--- config.mk ---
export PLATFORM = sky130hd
export DESIGN_NAME = fcs_div
export DESIGN_NICKNAME = d
export VERILOG_FILES = /design/src/rtl/fcs_pkg.sv /design/src/rtl/fcs_div.sv
export SDC_FILE = /design/constraint.sdc
export NUM_CORES = 1
export LEC_CHECK = 0
export ABC_AREA = 1
export BUFFER_PORTS_ARGS = -buffer_cell sky130_fd_sc_hd__buf_2
export CORE_MARGIN = 8
export CORE_UTILIZATION = 50
export CTS_BUF_LIST = sky130_fd_sc_hd__clkbuf_8
export DETAILED_ROUTE_END_ITERATION = 12
export HOLD_SLACK_MARGIN = 0.02
export PLACE_DENSITY = 0.87
export SETUP_SLACK_MARGIN = 0.02
export SLEW_MARGIN = 20
export SYNTH_ARGS = -nofsm -noshare
export SYNTH_HDL_FRONTEND = slang
export SYNTH_SLANG_ARGS = --single-unit
--- constraint.sdc ---
create_clock -name i_clk -period 2.3 [get_ports i_clk]
set_input_delay 0.46 -clock i_clk [delete_from_list [all_inputs] [get_ports i_clk]]
set_output_delay 0.46 -clock i_clk [all_outputs]
set_load 0.05 [all_outputs]
--- src/rtl/fcs_pkg.sv ---
// Shared constants, types and sequencer states of the FABRIK chain solver.
package fcs_pkg;

    localparam int MAX_JOINTS = 16;
    localparam int JNT_AW     = (MAX_JOINTS > 1) ? $clog2(MAX_JOINTS) : 1;
    localparam int CNT_W      = $clog2(MAX_JOINTS + 1);
    localparam int CRD_W      = 32;
    localparam int IDX_W      = 4;
    localparam int LIM_W      = 8;
    localparam int TOL_W      = 31;
    localparam int CFG_AW     = 8;
    localparam int CFG_DW     = 32;

    localparam logic [LIM_W-1:0]  LIMIT_RST = 8'd10;
    localparam logic [TOL_W-1:0]  TOL_RST   = 31'd66;
    localparam logic [30:0]       COORD_MAX = 31'h7FFF_FFFF;

    localparam logic [CFG_AW-1:0] CFG_ITER_LIMIT = 8'd0;
    localparam logic [CFG_AW-1:0] CFG_REACH_TOL  = 8'd1;

    localparam logic OP_LOAD  = 1'b0;
    localparam logic OP_SOLVE = 1'b1;

    typedef logic signed [CRD_W-1:0] t_coord;
    typedef logic [2:0][CRD_W-1:0]   t_pt;      // [0] x, [1] y, [2] z
    typedef logic [JNT_AW-1:0]       t_jaddr;
    typedef logic [CNT_W-1:0]        t_cnt;

    typedef enum logic [5:0] {
        S_IDLE,
        S_LD_RD, S_LD_DIF, S_LD_ACC,
        S_SV_ORG, S_SV_DIF, S_SV_CHK,
        S_UR_RD, S_UR_GO, S_UR_NXT,
        S_IT_TOP, S_END_RD, S_END_DIF, S_END_CHK,
        S_BW_RA, S_BW_RB, S_BW_GO, S_BW_NXT,
        S_FW_RA, S_FW_RB, S_FW_GO, S_FW_NXT,
        S_LEN_SQ, S_LEN_ACC, S_LEN_GO, S_LEN_RT,
        S_PL_MUL, S_PL_DIV, S_PL_WAIT, S_PL_FIN,
        S_EM_RD, S_EM_LD, S_EM_OUT
    } t_state;

endpackage

--- src/rtl/fcs_div.sv ---
// Restoring divider, one quotient bit per cycle.
module fcs_div import fcs_pkg::*; (
    input  logic        i_clk,
    input  logic        i_rst_n,
    input  logic        i_start,
    input  logic [61:0] i_dvd,
    input  logic [30:0] i_dvs,
    output logic        o_done,
    output logic [61:0] o_quot
);
    logic [61:0] r_q;
    logic [30:0] r_rem;
    logic [30:0] r_dvs;
    logic [5:0]  r_cnt;
    logic        r_busy;
    logic        r_done;
    logic [31:0] rem_sh;
    logic        ge;

    always_comb begin
        rem_sh = {r_rem, r_q[61]};
        ge     = (rem_sh >= {1'b0, r_dvs});
    end

    always_ff @(posedge i_clk) begin
        if (!i_rst_n) begin
            r_busy <= 1'b0;
            r_done <= 1'b0;
            r_cnt  <= '0;
        end else begin
            r_done <= 1'b0;
            if (i_start) begin
                r_busy <= 1'b1;
                r_cnt  <= '0;
            end else if (r_busy) begin
                r_cnt <= r_cnt + 6'd1;
                if (r_cnt == 6'd61) begin
                    r_busy <= 1'b0;
                    r_done <= 1'b1;
                end
            end
        end
    end

    always_ff @(posedge i_clk) begin
        if (i_start) begin
            r_q   <= i_dvd;
            r_rem <= '0;
            r_dvs <= i_dvs;
        end else if (r_busy) begin
            r_q   <= {r_q[60:0], ge};
            r_rem <= ge ? 31'(rem_sh - {1'b0, r_dvs}) : rem_sh[30:0];
        end
    end

    assign o_done = r_done;
    assign o_quot = r_q;
endmodule

==> PnR_summary.wiki <==
{| class="wikitable"
! Metric !! Value
|-
| Number of port buffers || approximately 160
|-
| Max-Cap Viols || 0
|-
| Final worst slack || ~0.12 ns
|-
| Clock Root Buffer || sky130_fd_sc_hd__clkbuf_8
|-
| Relative slew slack || approximately three quarters
|-
| Period utilisation layout || between 90% and 100%
|-
| Top cells by area in the synthesized netlist || sky130_fd_sc_hd__edfxtp_1 35%, sky130_fd_sc_hd__nand2_1 23%, sky130_fd_sc_hd__dfxtp_1 9.7%
|-
| Area grow syn2layout || 19.8%
|-
| Clock insertion delay at the later pin of the skew report || between 0.4 and 0.5 ns
|-
| Share of the yosys chip area belonging to registers || between 40% and 50%
|-
| Floorplan die area || around 20000 um2
|-
| Nets in the synthesized netlist || 1242
|-
| Antenna violations before repair || 3
|-
| Max Slew Vio Count || 0
|-
| Category of the critical setup timing path || reg -> reg
|-
| Sort of element at the start of the critical path || flip-flop
|-
| Area after detailed placement || just over 9000 um2
|-
| Count of different cell masters after synthesis || 39
|-
| Net switching power of the design || ~0.0020 W
|-
| Asr flop ratio synth || 0%
|-
| Worst-path clk slew || roughly 0.09 ns
|-
| Post-layout instance area || roughly 9600 um2
|-
| Kind of end point of the critical path || flip-flop
|-
| Share of total power in the clock network || roughly 33%
|-
| Routability-driven placement congestion ratio || approximately 0.91
|-
| Commonest cells after routing, fill and taps aside || 501 x sky130_fd_sc_hd__nand2_1, 175 x sky130_fd_sc_hd__inv_1, 157 x sky130_fd_sc_hd__buf_2
|-
| DRC viols || 0
|-
| Switching share of power || 33.2%
|-
| Height of the die || 143 um
|-
| Bufs on Longest Clock Path || 2
|-
| Outcome || finished, final reports clean
|-
| Cell type with the highest aggregate area in the netlist || sky130_fd_sc_hd__edfxtp_1
|-
| Maximum level of the CTS H-tree || 4
|-
| Routed len/inst || 14.7 um
|-
| Fraction of power consumed by sequential logic || 48.1%
|-
| Antenna Nets Post-Route || 0
|-
| Yosys synthesis warning count || 0
|-
| Placement Setup Slack || 0.0700 ns
|-
| Fmax achieved || approximately 0.46 GHz
|-
| Power density relative to cell area || 609 nW/um2
|-
| Maximum number of pins on one net before global-route repair || 75
|-
| CTS tree || yes
|-
| Power share of the combinational group || 19.3%
|-
| Post-Route Skew || about 0.015 ns
|-
| Cell area after synthesis || 8040 um2
|-
| Antenna fix cells || 0
|-
| Avg Inst Size Synth || between 7 and 8 um2
|-
| Number of iterations in the first detailed-routing pass || 5
|-
| Number of flops mapped to enable cells by yosys || 93
|-
| Area of the core || 15800 um2
|-
| Commonest non-fill, non-tap cell in the layout || sky130_fd_sc_hd__nand2_1
|-
| Cts-stage hold buffer count || 0
|-
| # clock sinks || around 130
|-
| Top_reg_cell synth || sky130_fd_sc_hd__edfxtp_1
|-
| Die outline width || 143 um
|-
| Final min period || ~2.2 ns
|-
| DPL Wire Length || between 15000 and 20000 um
|-
| Total overflow reported by the global router || 0
|-
| Internal power summed over all cells || between 0.003 and 0.004 W
|-
| Final Hold Vio Count || 0
|-
| Vias in the first global route || around 7400
|-
| Arrival time reported for the critical path endpoint || roughly 2.5 ns
|-
| Worst Path Max Fanout || 13
|-
| FF-to-FF path depth || 13
|-
| Layout Nets || around 1400
|-
| Cell depth of the worst min-delay path || 1
|-
| Final setup vio count || 0
|-
| Initial core utilization || 50.8%
|-
| Detailed-route via count || between 7000 and 8000
|-
| Top-area cell type share of the netlist area || around a third
|-
| DRT Wirelength || between 20000 and 25000 um
|-
| Standby leakage power || 5.16 nW
|-
| Worst-case vdd ir drop || around 0.41 mV
|-
| TritonCTS buffer count || 17
|-
| Actual slew at the worst max-slew pin || between 0.3 and 0.4 ns
|-
| Number of vias per cell after detailed routing || 5.00
|-
| Share of post-route cells with drive strength above 1 || about a fifth
|-
| First-pass GRT wire length || between 30000 and 40000 um
|-
| Class of the worst hold path || in -> reg
|-
| Number of DRC violations after detailed-routing iteration 0 || 550
|-
| Post-synthesis sequential element count || ~130
|-
| Data required time at the worst endpoint || around 2.6 ns
|-
| Count of boundary I/O pins || between 150 and 200
|-
| Setup TNS || 0 ns
|-
| Rows || between 40 and 50
|-
| Instance count of the mapped netlist || between 1000 and 1500
|-
| GRT Util Overall || between 20 and 25%
|}
==> worst paths after layout <==
kind,slack (ns),from,end
worst max-delay path,0.12,r_dvs[17]$_DFFE_PP_,r_rem[8]$_SDFFE_PP0P_
worst min register to register,0.48,r_rem[13]$_SDFFE_PP0P_,r_rem[13]$_SDFFE_PP0P_
worst min-delay path,0.17,i_dvs[29],r_dvs[29]$_DFFE_PP_
worst max register to register,0.12,r_dvs[17]$_DFFE_PP_,r_rem[8]$_SDFFE_PP0P_
==> critical path: stages (launching register included) <==
cell and delay [ns]:
sky130_fd_sc_hd__edfxtp_1 0.38, sky130_fd_sc_hd__inv_1 0.07, sky130_fd_sc_hd__ha_2 0.30, sky130_fd_sc_hd__nand2_1 0.08
sky130_fd_sc_hd__nand2_1 0.08, sky130_fd_sc_hd__nand2_1 0.08, sky130_fd_sc_hd__nand2_1 0.10, sky130_fd_sc_hd__a21oi_2 0.20
sky130_fd_sc_hd__nor2_2 0.11, sky130_fd_sc_hd__nor2_8 0.20, sky130_fd_sc_hd__buf_6 0.19, sky130_fd_sc_hd__nand3_1 0.11
sky130_fd_sc_hd__nand3_1 0.09, sky130_fd_sc_hd__o21ai_1 0.06
==> layer usage <==
metal  track usage [%]  up-vias  share of wire (%)  wire length, um
li1                  -     3795                  -                -
met1              25.6     3349                 40             8850
met2              36.2      359                 46            10200
met3              8.28       49                 11             2440
met4              9.28        6                3.0              672
met5                 0        -               0.18               40
==> synthesized netlist by cell type, drive strengths merged (2+ instances only) <==
cell    count
a21oi      14
and2        5
buf        14
clkbuf     14
clkinv      6
dfxtp      39
edfxtp     93
ha         33
inv       181
nand2     510
nand3      76
nand3b     17
nand4       7
nor2       53
nor3       10
nor3b       4
o21ai      14
xnor2      13
xor2        2
==> cells by family after synthesis <==
logic type                 synth area share (%)
xor gates and xnor gates                   1.63
and+or+nand+nor                            35.7
AOI/OAI and AO/OA                          2.24
DFF                                        44.4
buffers and inverters                      10.6
adders and majority gates                  5.38
==> final cells by class <==
class                      instances  area [um2]
clock buffer                      17         234
clock inverter                    14         143
fill                            1401        6190
inverter                         187         702
multi-input combinational        767        3700
sequential                       132        3570
tap                              216         270
timing repair buffer             180        1010
==> stage by stage <==
stage,hold WS [ns],util (%),std cells,power (W)
3_3_place_gp,0.457,57.7,1473,0.00399
5_1_grt,0.162,60.9,1513,0.00610
4_1_cts,0.148,60.1,1504,0.00591
2_1_floorplan,0.444,-,1112,0.00365
6_report,0.175,60.9,1513,0.00587
3_5_place_dp,0.465,57.7,1473,0.00400
==> flip-flops by register name, indices dropped and copies added, names as in the netlist <==
| name | count |
|---|---|
| r_cnt | 6 |
| r_busy | 1 |
| o_quot | 62 |
| o_done | 1 |
| r_dvs | 31 |
| r_rem | 31 |
==> what timing repair did <==
item                                    in CTS  in global routing
endpoints found under the setup margin       0                 31
resized for setup                            0                 13
setup buffers                                0                  7
==> power by group through the flow <==
stage	sequential (W)	combinational (W)	clock (W)
after floorplan	0.00326	0.000388	0
after global placement	0.00287	0.00112	0
after detailed placement	0.00287	0.00113	0
after CTS	0.00283	0.00113	0.00196
after global routing	0.00284	0.00122	0.00203
final	0.00282	0.00113	0.00191
Note: power is estimated with default switching activity, not from simulation.
