===== src/rtl/fcs_pkg.sv =====
// Shared constants, types and sequencer states of the FABRIK chain solver.
package fcs_pkg;

    localparam int MAX_JOINTS = 16;
    localparam int JNT_AW     = (MAX_JOINTS > 1) ? $clog2(MAX_JOINTS) : 1;
    localparam int CNT_W      = $clog2(MAX_JOINTS + 1);
    localparam int CRD_W      = 32;
    localparam int IDX_W      = 4;
    localparam int LIM_W      = 8;
    localparam int TOL_W      = 31;
    localparam int CFG_AW     = 8;
    localparam int CFG_DW     = 32;

    localparam logic [LIM_W-1:0]  LIMIT_RST = 8'd10;
    localparam logic [TOL_W-1:0]  TOL_RST   = 31'd66;
    localparam logic [30:0]       COORD_MAX = 31'h7FFF_FFFF;

    localparam logic [CFG_AW-1:0] CFG_ITER_LIMIT = 8'd0;
    localparam logic [CFG_AW-1:0] CFG_REACH_TOL  = 8'd1;

    localparam logic OP_LOAD  = 1'b0;
    localparam logic OP_SOLVE = 1'b1;

    typedef logic signed [CRD_W-1:0] t_coord;
    typedef logic [2:0][CRD_W-1:0]   t_pt;      // [0] x, [1] y, [2] z
    typedef logic [JNT_AW-1:0]       t_jaddr;
    typedef logic [CNT_W-1:0]        t_cnt;

    typedef enum logic [5:0] {
        S_IDLE,
        S_LD_RD, S_LD_DIF, S_LD_ACC,
        S_SV_ORG, S_SV_DIF, S_SV_CHK,
        S_UR_RD, S_UR_GO, S_UR_NXT,
        S_IT_TOP, S_END_RD, S_END_DIF, S_END_CHK,
        S_BW_RA, S_BW_RB, S_BW_GO, S_BW_NXT,
        S_FW_RA, S_FW_RB, S_FW_GO, S_FW_NXT,
        S_LEN_SQ, S_LEN_ACC, S_LEN_GO, S_LEN_RT,
        S_PL_MUL, S_PL_DIV, S_PL_WAIT, S_PL_FIN,
        S_EM_RD, S_EM_LD, S_EM_OUT
    } t_state;

endpackage


===== src/rtl/fcs_sqrt.sv =====
// Iterative integer square root, two radicand bits per cycle.
module fcs_sqrt import fcs_pkg::*; (
    input  logic        i_clk,
    input  logic        i_rst_n,
    input  logic        i_start,
    input  logic [63:0] i_rad,
    output logic        o_done,
    output logic [31:0] o_root
);
    logic [63:0] r_x;
    logic [33:0] r_rem;
    logic [31:0] r_root;
    logic [4:0]  r_cnt;
    logic        r_busy;
    logic        r_done;
    logic [35:0] rem_sh;
    logic [35:0] trial;
    logic        ge;

    always_comb begin
        rem_sh = {r_rem, r_x[63:62]};
        trial  = {2'b00, r_root, 2'b01};
        ge     = (rem_sh >= trial);
    end

    always_ff @(posedge i_clk) begin
        if (!i_rst_n) begin
            r_busy <= 1'b0;
            r_done <= 1'b0;
            r_cnt  <= '0;
        end else begin
            r_done <= 1'b0;
            if (i_start) begin
                r_busy <= 1'b1;
                r_cnt  <= '0;
            end else if (r_busy) begin
                r_cnt <= r_cnt + 5'd1;
                if (r_cnt == 5'd31) begin
                    r_busy <= 1'b0;
                    r_done <= 1'b1;
                end
            end
        end
    end

    always_ff @(posedge i_clk) begin
        if (i_start) begin
            r_x    <= i_rad;
            r_rem  <= '0;
            r_root <= '0;
        end else if (r_busy) begin
            r_x    <= {r_x[61:0], 2'b00};
            r_rem  <= ge ? 34'(rem_sh - trial) : rem_sh[33:0];
            r_root <= {r_root[30:0], ge};
        end
    end

    assign o_done = r_done;
    assign o_root = r_root;
endmodule


===== config.mk =====
export PLATFORM = sky130hd
export DESIGN_NAME = fcs_sqrt
export DESIGN_NICKNAME = d
export VERILOG_FILES = /design/src/rtl/fcs_pkg.sv /design/src/rtl/fcs_sqrt.sv
export SDC_FILE = /design/constraint.sdc
export NUM_CORES = 1
export LEC_CHECK = 0
export BUFFER_PORTS_ARGS = -buffer_cell sky130_fd_sc_hd__buf_2
export CORE_ASPECT_RATIO = 2
export CORE_UTILIZATION = 32
export CTS_BUF_LIST = sky130_fd_sc_hd__clkbuf_8 sky130_fd_sc_hd__clkbuf_16
export DETAILED_ROUTE_END_ITERATION = 10
export HOLD_SLACK_MARGIN = 0.02
export PLACE_DENSITY = 0.48
export SLEW_MARGIN = 20
export SYNTH_ARGS = -nofsm -noshare
export SYNTH_HDL_FRONTEND = slang
export SYNTH_SLANG_ARGS = --single-unit
export TNS_END_PERCENT = 1

===== constraint.sdc =====
create_clock -name i_clk -period 3.5 [get_ports i_clk]
set_input_delay 0.7 -clock i_clk [delete_from_list [all_inputs] [get_ports i_clk]]
set_output_delay 0.7 -clock i_clk [all_outputs]
set_load 0.005 [all_outputs]

==> flow_summary_export.csv, run 1 <==
group,metric,value,unit
place,io_buffer_count,99,
critical_path,criticalPathCategory,"register to register",
floorplanning,coreArea,22700,um^2
critical_path,crit_buf_inv,2,
floorplanning,die_x,110,um
synth,synth_enable_flop_cells,64,
global_route,antenna_found_initial,0,
critical_path,path_common_cell,"a211oi_1",
global_route,grt_pass1_wl,30.2,mm
place,dp.cells,1084,
pwr,ir_drop,432,uV
pwr,power,5.79,mW
clocking,cts.sinks,137,
clocking,path_clk_slew,0.06,ns
detailed_routing,wire_per_inst,16.8,um
synth,synth_ff_type,"dfxtp_1",
layout,nNetsFinal,927,
synth,yosysTopAreaCell,"edfxtp_1",
critical_path,crit_start,"o_root[11]",
critical_path,crit_path_end_kind,"register",
synth,synth.area.top_cells,"edfxtp_1 (26%), dfxtp_1 (20%), mux2_2 (9.5%), ha_1 (6.0%), mux2i_1 (5.8%)",
critical_path,crit_family,"compound AO/OA/AOI/OAI gates",
layout,layout.cells.non_filler,1117,
run_status,status,"completed",
detailed_routing,ant_nets,0,
global_route,grt_overflow,0,
place,dp_hpwl,13.8,mm
floorplanning,start_util,0.328,
clocking,cts_inserted_buffers,17,
synth,syn_area,7460,um^2
clocking,cts_tree,"yes",
detailed_routing,first_pass_iters,4,
global_route,grt_usage,0.169,
min_path,hp-start,"r_rem[22]",
timing,rsz0062_at_grt,"false",
layout,fill_cells,2273,
min_path,holdPathStages,2,
synth,synth-warning-count,0,
timing,final_hold_viol_count,0,
floorplanning,io_pins,100,
floorplanning,die_h,218,um
detailed_routing,totalWireLength,18.7,mm
timing,min_period,3.16,ns
critical_path,worst_r2r_startpoint,"o_root[11]",
synth,ys_types,60,
global_route,grt_start_max_net_pins,65,
clocking,clockBufferDepth,2,
min_path,hold_path.class,"register to register",
timing,fmax,0.316,GHz
detailed_routing,drc_errors,0,
critical_path,worst_setup_path_start_kind,"register",
synth,synth_top_area_share,0.258,
timing,maxSlewHeadroom,0.515,
floorplanning,std_cell_rows,78,
layout,final_cell_mix,"nor2_1 (99), buf_2 (98), dfxtp_1 (72)",
critical_path,crit_chain,"inv_1, ha_1, a21oi_1, o21ai_0, a22o_1, a211oi_1, o31a_1, o21a_4, buf_4, and2_0, a31oi_1, a211oi_1",
synth,yosys_register_bits,137,
critical_path,cp.depth,12,
clocking,cts-root-buf,"clkbuf_16",
timing,finalCritPeriodShare,0.904,
timing,finalSetupViolations,0,
detailed_routing,drt-initial-drc-count,151,
synth,syn_avg_cell_area,10.2,um^2
critical_path,required,3.85,ns
critical_path,path_max_fanout,19,
critical_path,r2r_cells,12,
critical_path,r2r_setup_slack,0.34,ns
place,placed_cell_area,8260,um^2
layout,area_growth,18.6,%
synth,async_flop_share,0,
timing,setup-tns-final,0,ns
timing,worst_pin_slew,0.728,ns
critical_path,critPathMaxStageDelay,0.40,ns
critical_path,timing.rr.end,"r_rem[3]",
critical_path,slowest_stage,"ha_1",
pwr,power.leakage,3.63,nW
timing,skew,0.0116,ns
layout,n_antenna_cell,0,
layout,layout_commonest_cell,"nor2_1",
place,gp_congestion,0.815,
clocking,clkLatencyLatePin,0.43,ns
layout,design_area,8850,um^2
detailed_routing,num_vias,5613,
synth,syn_inst,732,
global_route,grt_pass1_vias,5877,
flow_run,maxCapViolCount,0,
synth,synth_fp_nets,835,
critical_path,crit_path_end,"r_rem[3]",
floorplanning,die_area,24000,um^2
timing,drv_slew,0,
critical_path,critPathArrivalTime,3.51,ns
pwr,powerDensity,655,nW/um^2
synth,seq_area_frac_synth,0.454,
layout,drive_above_1_share,0.250,
layout,utilization,0.389,
detailed_routing,viasPerCell,5.03,
clocking,cts_hold_buffers,0,
clocking,htreeDepth,4,
==> layout make-up <==
| type | count | area (um^2) | area share |
|---|---|---|---|
| multi-input combinational | 515 | 3770 | 0.426 |
| sequential | 137 | 3390 | 0.383 |
| timing repair buffer | 113 | 616 | 0.0696 |
| clock buffer | 18 | 439 | 0.0496 |
| tap | 280 | 350 | 0.0396 |
| inverter | 40 | 150 | 0.0170 |
| clock inverter | 14 | 141 | 0.0160 |
==> power by group <==
part	internal [mW]	switching (mW)	total [mW]
Sequential	1.85	0.0987	1.95
Combinational	0.881	1.16	2.05
Clock	1.12	0.684	1.80
==> routing by layer <==
layer,global-route usage,wire [um]
met1,0.161,6810
met2,0.324,10600
met3,0.0400,739
met4,0.0858,603
met5,0,0
==> logic make-up (layout without fill, tap and decap cells) <==
family                     after synthesis  after routing  share of synthesized area
xor gates and xnor gates                33             33                     0.0387
buffers and inverters                   80            185                     0.0424
muxes                                  106            106                      0.153
and+or+nand+nor                        185            185                      0.112
DFF                                    137            137                      0.454
adders and majority gates               36             36                     0.0604
AOI/OAI and AO/OA                      155            155                      0.140
==> per-stage QoR <==
stage,hold WS [ns],setup WS [ns]
after floorplan,0.463,0.833
after global placement,0.484,0.120
after detailed placement,0.492,0.0365
after CTS,0.475,0.00783
after global routing,0.491,0.0745
final,0.497,0.337
==> cell usage after synthesis (9+ instances only) <==
| library cell | number |
|---|---|
| nor2_1 | 99 |
| dfxtp_1 | 73 |
| edfxtp_1 | 64 |
| mux2_2 | 63 |
| a21oi_1 | 44 |
| mux2i_1 | 43 |
| inv_1 | 39 |
| ha_1 | 36 |
| a211oi_1 | 30 |
| clkbuf_1 | 27 |
| nand2_1 | 27 |
| xor2_1 | 18 |
| o21ai_0 | 15 |
| xnor2_1 | 15 |
| a21o_1 | 12 |
| a31oi_1 | 10 |
| nand2b_1 | 10 |
| nand4_1 | 9 |
==> how the worst min path moves through the flow <==
| stage | to | slack [ns] |
|---|---|---|
| after global placement | r_cnt[4] | 0.48 |
| after floorplan | r_rem[22] | 0.46 |
| final | r_rem[22] | 0.50 |
| after global routing | r_busy | 0.49 |
| after CTS | o_done | 0.48 |
| after detailed placement | r_rem[22] | 0.49 |
==> registers in the layout, summed over array words and instances, names as in the netlist <==
signal / cells
r_x: 64
r_rem: 34
o_root: 32
r_busy: 1
r_cnt: 5
o_done: 1
==> repair_timing <==
| item | CTS | global route |
|---|---|---|
| setup buffers | 0 | 1 |
| setup endpoints to repair | 0 | 18 |
| resized for setup | 0 | 1 |
==> worst reg2reg max path: stages (launching register included) <==
cell and delay, ns:
dfxtp_1 0.39, inv_1 0.06, ha_1 0.40, a21oi_1 0.24, o21ai_0 0.18, a22o_1 0.24
a211oi_1 0.36, o31a_1 0.25, o21a_4 0.25, buf_4 0.27, and2_0 0.16, a31oi_1 0.05
a211oi_1 0.25
(Power assumes the default switching activity.)
==> inputs of run 2 (changes only) <==
--- a/config.mk
+++ b/config.mk
@@ -5,6 +5,7 @@
 export SDC_FILE = /design/constraint.sdc
 export NUM_CORES = 1
 export LEC_CHECK = 0
+export ABC_CLOCK_PERIOD_IN_PS = 3500
 export BUFFER_PORTS_ARGS = -buffer_cell sky130_fd_sc_hd__buf_2
 export CORE_ASPECT_RATIO = 2
 export CORE_UTILIZATION = 32
@@ -12,6 +13,7 @@
 export DETAILED_ROUTE_END_ITERATION = 10
 export HOLD_SLACK_MARGIN = 0.02
 export PLACE_DENSITY = 0.48
+export RECOVER_POWER = 25
 export SLEW_MARGIN = 20
 export SYNTH_ARGS = -nofsm -noshare
 export SYNTH_HDL_FRONTEND = slang
==> run 2 against run 1 <==
Combinational power hardly changed; count of clock-buffer cells in the layout is the same; clock skew rose by 0.00067 ns; critical path type unchanged; critical path depth stayed put; clock power barely moved; largest cell class unchanged; highest routed layer unchanged; utilization is essentially flat; hold slack about the same; largest power group unchanged.
==> flow_summary_export.csv, run 2 (synthesis gave the netlist of run 1 again) <==
group,metric,value,unit
critical_path,critPathArrivalTime,3.52,ns
pwr,power,5.80,mW
global_route,grt_start_max_net_pins,65,
layout,n_antenna_cell,0,
clocking,path_clk_slew,0.06,ns
detailed_routing,wire_per_inst,16.8,um
critical_path,required,3.85,ns
floorplanning,die_x,110,um
place,gp_congestion,0.815,
timing,finalCritPeriodShare,0.907,
layout,area_growth,18.5,%
timing,setup-tns-final,0,ns
layout,drive_above_1_share,0.245,
timing,setup_ws,0.325,ns
run_status,status,"completed",
clocking,cts.sinks,137,
critical_path,crit_path_end_kind,"register",
min_path,hold_path.class,"register to register",
global_route,grt_pass1_vias,5877,
place,place_ws,0.0365,ns
layout,final_cell_mix,"nor2_1 (99), buf_2 (97), dfxtp_1 (72)",
critical_path,worst_setup_path_start_kind,"register",
clocking,clkLatencyLatePin,0.43,ns
detailed_routing,viasPerCell,5.03,
layout,nNetsFinal,927,
clocking,clockBufferDepth,2,
timing,fmax,0.315,GHz
detailed_routing,ant_nets,0,
floorplanning,start_util,0.328,
detailed_routing,drt-initial-drc-count,157,
timing,worst_pin_slew,1.41,ns
clocking,cts-root-buf,"clkbuf_16",
timing,drv_slew,0,
global_route,grt_pass1_wl,30.2,mm
pwr,powerDensity,655,nW/um^2
critical_path,r2r_setup_slack,0.32,ns
layout,layout.cells.non_filler,1117,
detailed_routing,totalWireLength,18.7,mm
detailed_routing,num_vias,5618,
timing,skew,0.0123,ns
timing,min_period,3.18,ns
floorplanning,coreArea,22700,um^2
critical_path,criticalPathCategory,"register to register",
layout,largest_reg_flops,64,
place,io_buffer_count,99,
floorplanning,io_pins,100,
detailed_routing,drc_errors,0,
global_route,antenna_found_initial,0,
layout,layout_commonest_cell,"nor2_1",
place,dp.cells,1084,
floorplanning,die_area,24000,um^2
detailed_routing,first_pass_iters,4,
floorplanning,std_cell_rows,78,
global_route,grt_overflow,0,
timing,rsz0062_at_grt,"false",
global_route,grt_usage,0.169,
pwr,ir_drop,432,uV
critical_path,path_max_fanout,19,
timing,hold_slack,0.497,ns
clocking,htreeDepth,4,
clocking,cts_hold_buffers,0,
timing,final_hold_viol_count,0,
pwr,power.leakage,3.62,nW
floorplanning,die_h,218,um
flow_run,maxCapViolCount,0,
layout,largest-register,"r_x",
place,dp_hpwl,13.8,mm
clocking,cts_inserted_buffers,17,
timing,finalSetupViolations,0,
clocking,cts_tree,"yes",
timing,maxSlewHeadroom,0.0579,
-- run 2: final timing paths --
kind               from   endpoint  cells past startpoint
max          o_root[11]   r_rem[3]                     12
min           r_rem[22]  r_rem[22]                      2
max reg2reg  o_root[11]   r_rem[3]                     12
min reg2reg   r_rem[22]  r_rem[22]                      2
-- run 2: power by group --
group | switching (mW) | leakage, nW | total [mW] | internal (mW)
combinational | 1.17 | 2.09 | 2.05 | 0.881
clock | 0.683 | 0.293 | 1.80 | 1.12
sequential | 0.0988 | 1.24 | 1.95 | 1.85
total | 1.95 | 3.62 | 5.80 | 3.85
-- run 2: area by class of cell --
class	count	area (um^2)
fillers	2273	13900
clock inverters	14	141
clock buffers	18	439
multi-input cells	515	3770
inverters	40	150
well taps	280	350
flip-flops and latches	137	3390
repair buffers	113	608
-- run 2: stage by stage --
| stage | cell area (um^2) | util |
|---|---|---|
| floorplan | 7460 | - |
| detailed placement | 8260 | 0.363 |
| finish | 8840 | 0.389 |
| global route | 8840 | 0.389 |
| CTS | 8840 | 0.389 |
| global placement | 8260 | 0.363 |
-- run 2: metal layers --
layer	vias to the layer above	track usage	part of all wire
met5	-	0	0
met4	0	0.0858	0.032
met3	34	0.0400	0.039
met2	119	0.324	0.57
met1	2626	0.161	0.36
li1	2839	-	-
-- run 2: timing repair --
item / 4_1_cts / 5_1_grt
endpoints found under the setup margin: 0 / 18
resized for setup: 0 / 1
buffers inserted: 0 / 1
-- run 2: worst max-delay path, cell delays in order (launching register included) --
cell	delay, ns
dfxtp_1	0.39
inv_1	0.06
ha_1	0.40
a21oi_1	0.24
o21ai_0	0.18
a22o_1	0.24
a211oi_1	0.35
o31a_1	0.26
o21a_4	0.25
buf_4	0.27
and2_0	0.16
a31oi_1	0.05
a211oi_1	0.25
